[src/design/tsqb_pkg.sv]
// package for the threshold select quintic blend block
// shared constants: fraction format, config register indexes, pipeline latency
// no dependencies
package tsqb_pkg;

  // blend factor is unsigned q0.16 with one extra bit so that 1.0 is exact
  localparam int unsigned FRAC_BITS = 16;
  localparam int unsigned Q_BITS    = FRAC_BITS + 1;
  localparam int unsigned FRAC_ONE  = 1 << FRAC_BITS;

  localparam int unsigned CFG_IDX_BITS = 2;
  localparam logic [CFG_IDX_BITS-1:0] REG_THRESHOLD = 2'd0;
  localparam logic [CFG_IDX_BITS-1:0] REG_FALLOFF   = 2'd1;

  // clock edges from the input transfer to the edge that takes the result
  localparam int unsigned LATENCY = 26;

endpackage

[src/design/tsqb_div.sv]
// pipelined restoring divider for the blend factor, one quotient bit per stage
// gives floor(dividend * 2^16 / divisor) for dividend <= divisor; uses tsqb_pkg
module tsqb_div #(
  parameter int unsigned WIDTH  = 16,
  parameter int unsigned SIDE_W = 34
) (
  input  logic                          clk,
  input  logic                          rst_n,
  input  logic                          in_vld,
  input  logic [WIDTH-1:0]              in_dividend,
  input  logic [WIDTH-1:0]              divisor,
  input  logic [SIDE_W-1:0]             in_side,
  output logic                          out_vld,
  output logic [tsqb_pkg::Q_BITS-1:0]   out_quot,
  output logic [SIDE_W-1:0]             out_side
);

  localparam int unsigned STAGES = tsqb_pkg::Q_BITS;

  logic                        vld_r  [STAGES];
  logic [WIDTH-1:0]            rem_r  [STAGES];
  logic [tsqb_pkg::Q_BITS-1:0] quo_r  [STAGES];
  logic [SIDE_W-1:0]           side_r [STAGES];

  // top quotient bit: set when the dividend is at least the divisor, so for dividend <= divisor only on equality
  logic             ge0;
  logic [WIDTH-1:0] rem0_nxt;

  assign ge0      = (in_dividend >= divisor);
  assign rem0_nxt = ge0 ? (in_dividend - divisor) : in_dividend;

  always_ff @(posedge clk) begin
    if (!rst_n) begin
      vld_r[0] <= 1'b0;
    end else begin
      vld_r[0] <= in_vld;
    end
    rem_r[0]  <= rem0_nxt;
    quo_r[0]  <= {{(tsqb_pkg::Q_BITS-1){1'b0}}, ge0};
    side_r[0] <= in_side;
  end

  for (genvar k = 1; k < STAGES; k++) begin : g_stage
    logic [WIDTH:0] rem2;
    logic [WIDTH:0] sub;
    logic           ge;

    assign rem2 = {rem_r[k-1], 1'b0};
    assign sub  = rem2 - {1'b0, divisor};
    assign ge   = (rem2 >= {1'b0, divisor});

    always_ff @(posedge clk) begin
      if (!rst_n) begin
        vld_r[k] <= 1'b0;
      end else begin
        vld_r[k] <= vld_r[k-1];
      end
      // remainder stays below the divisor, so the top bit drops
      rem_r[k]  <= ge ? sub[WIDTH-1:0] : rem2[WIDTH-1:0];
      quo_r[k]  <= {quo_r[k-1][tsqb_pkg::Q_BITS-2:0], ge};
      side_r[k] <= side_r[k-1];
    end
  end

  assign out_vld  = vld_r[STAGES-1];
  assign out_quot = quo_r[STAGES-1];
  assign out_side = side_r[STAGES-1];

endmodule

[config.mk]
export PLATFORM = sky130hd
export DESIGN_NAME = tsqb_div
export DESIGN_NICKNAME = d
export VERILOG_FILES = /design/src/design/tsqb_pkg.sv /design/src/design/tsqb_div.sv
export SDC_FILE = /design/constraint.sdc
export NUM_CORES = 1
export LEC_CHECK = 0
export BUFFER_PORTS_ARGS = -buffer_cell sky130_fd_sc_hd__buf_2
export CORE_UTILIZATION = 60
export CTS_CLUSTER_SIZE = 8
export DETAILED_ROUTE_END_ITERATION = 6
export GPL_ROUTABILITY_DRIVEN = 0
export PLACE_DENSITY = 0.74
export SLEW_MARGIN = 20
export SYNTH_ARGS = -nofsm -noshare
export SYNTH_HDL_FRONTEND = slang
export SYNTH_SLANG_ARGS = --single-unit
[constraint.sdc]
create_clock -name clk -period 9.3 [get_ports clk]
set_clock_uncertainty 0.15 [all_clocks]
set_input_delay 1.395 -clock clk [delete_from_list [all_inputs] [get_ports clk]]
set_output_delay 1.395 -clock clk [all_outputs]
set_load 0.005 [all_outputs]
==> out/summary.txt <==
Largest stage delay on the critical path: 0.88 ns
Distinct cells, synth: 78
Max-cap violations: 0
Register area share after synthesis: 0.570
Num ports: 121
Critical path type: input port to flip-flop
Die area: 59800 µm²
Cells along the critical path: buf_2, buf_4, inv_1, buf_4, ha_1, nor2b_1, o31a_1, or3_1, a221oi_2, a21oi_1, or4_1, mux2_2
Die Y-Extent: 244 µm
CP top delay family: simple AND/OR/NAND/NOR gates
Post-layout min period: 4.88 ns
PortBufs: 120
Critical Path RT: 9.73 ns
Crit path depth: 12
Root buf cell: clkbuf_16
Status: finished clean
Total global routing overflow: 0
Worst-Margin Slew: 1.07 ns
Final ANT Viol Nets: 0
Yosys reg bits: 1004
Area grow syn2layout: 14.6%
Post-CTS sizing: 0
Detailed Routing Iterations Pass 1: 5
Synthesized area: 35300 µm²
Final HPWL DP: 44300 µm
Crit Path Max Fanout: 26
Final setup fails: 0
Number of remaining DRC errors: 0
Vias: 22800
Clk sink count: 1004
CTS tree: done
Most frequent cell after synthesis: dfxtp_1
CP most frequent cell: buf_4
Die extent in x: 244 µm
Worst skew pair latency: 0.72 ns
R2r worst-path depth: 9
Synth warn: 0
Antenna violations before repair: 0
Cell area power density: 405 nW/µm²
Largest cells by area after synthesis: dfxtp_1 57%, ha_1 9.6%, mux2_2 3.7%, xnor2_1 2.4%, a21oi_1 2.4%
Peak VDD IR: 271 µV
Cells after synthesis: 3105
Core area: 57900 µm²
Top-area cell type share of the netlist area: 0.570
RSZ-0062 raised after global routing: false
Worst hold path class: flip-flop to flip-flop
Std cell rows: 88
Final std cells w/o fill: 4079
Vias per Instance: 5.60
Drt wl/cell: 17.6 µm
GRT Total Usage: 0.243
Initial core utilization: 0.609
Hold Path Depth: 0
Number of global-route vias before repair: 23300
Post-CTS setup buffers: 0
CP Launch Type: input port
Area leader, netlist: dfxtp_1
Final wirelength: 71700 µm
Avg Cell Area, Syn: 11.4 µm²
Finished Core Util: 0.698
H-tree Lvls: 4
Number of synthesized flops with an enable pin: 0
Period utilization: 0.525
Setup crit end kind: flip-flop
Commonest register cell after synthesis: dfxtp_1
Nets: 3654
Max clock buf depth: 3
Fin. max-slew vios: 0
Post-synth net total: 3461
Clock-pin slew on the worst setup and hold paths: 0.05 ns
Buffers & Inverters on Critical Path: 4
Pin count of the biggest net entering global routing: 36
Layout cell share with drive strength beyond 1: 0.139
Setup_tns: 0 ns
Slew headroom: 0.289
Fin. Hold Viols: 0
Worst EP arrival: 5.31 ns
N_diodes: 0
Top cells by count, synth: 1004 x dfxtp_1, 271 x ha_1, 190 x nor2_1
Max Fclk: 205 MHz
TritonCTS Buffers: 143
CP max-delay cell: or4_1
Hold-fix buffers, CTS: 0
Dpl cells: 3917
Leakage power: 17.7 nW
DR iter-0 viols: 1319
FFs w/ async S/R, synth: 0
Global-route wire length before repair: 116000 µm
final timing paths:
path / start / endpoint / slack [ns]
setup / recovery: divisor[1] / rem_r[0][83] / 4.42
hold / removal: side_r[0][285] / side_r[0][319] / 0.15
setup reg to reg: rem_r[0][32] / rem_r[0][62] / 5.82
hold reg to reg: side_r[0][285] / side_r[0][319] / 0.15
routing by layer:
metal	routed length (µm)	global-route usage	part of all wire
met1	30700	0.300	0.43
met2	34700	0.412	0.48
met3	4210	0.0528	0.059
met4	2080	0.0974	0.029
met5	0	0	0
flip-flops by register name (all words and copies together), names as in the netlist:
register	flops
quo_r	153
rem_r	256
side_r	578
vld_r	17
per-stage QoR:
step	setup slack [ns]	hold WS, ns	total power [W]	instance area (µm²)
finish	4.42	0.152	0.0164	40400
global route	4.17	0.154	0.0174	40400
CTS	4.47	0.154	0.0164	40400
detailed placement	3.72	0.162	0.0117	36400
global placement	3.82	0.159	0.0114	36400
floorplan	4.96	0.160	0.0105	35300
cells in the final DEF, fill, tap and decap left out, types with 40 or more instances in the layout:
cell | synthesis | layout
dfxtp_1 | 1004 | 1004
clkbuf_16 | 0 | 144
o21a_1 | 40 | 40
nand3_1 | 41 | 41
inv_1 | 85 | 85
nand4_1 | 40 | 40
nor2b_1 | 41 | 41
xor2_1 | 73 | 73
ha_1 | 271 | 271
mux2_2 | 117 | 117
nand2_1 | 164 | 164
nor2_1 | 190 | 190
xnor2_1 | 96 | 96
a21o_1 | 71 | 71
buf_2 | 16 | 120
nor3_1 | 63 | 63
o21ai_0 | 157 | 157
a21oi_1 | 167 | 167
final cells by class:
| class | instances | area (µm²) |
|---|---|---|
| fillers | 4116 | 17500 |
| clock buffers | 147 | 3620 |
| well taps | 765 | 957 |
| clock inverters | 14 | 393 |
| repair buffers | 142 | 769 |
| flip-flops and latches | 1004 | 20100 |
| inverters | 85 | 319 |
| multi-input cells | 1922 | 14300 |
kinds of logic after synthesis:
family / synth area share
flip-flops: 0.570
XOR/XNOR: 0.0420
buffers and inverters: 0.0261
adder cells (fa/ha/maj): 0.105
AND/OR/NAND/NOR: 0.0928
AO/OA/AOI/OAI: 0.119
multiplexers: 0.0447
where the power goes:
| group | internal (W) | switching (W) | leakage (nW) | total, W |
|---|---|---|---|---|
| Sequential | 0.00541 | 0.000533 | 8.46 | 0.00594 |
| Combinational | 0.00275 | 0.00308 | 7.28 | 0.00583 |
| Clock | 0.00278 | 0.00181 | 1.93 | 0.00459 |
Power figures use the tool's default switching activity.
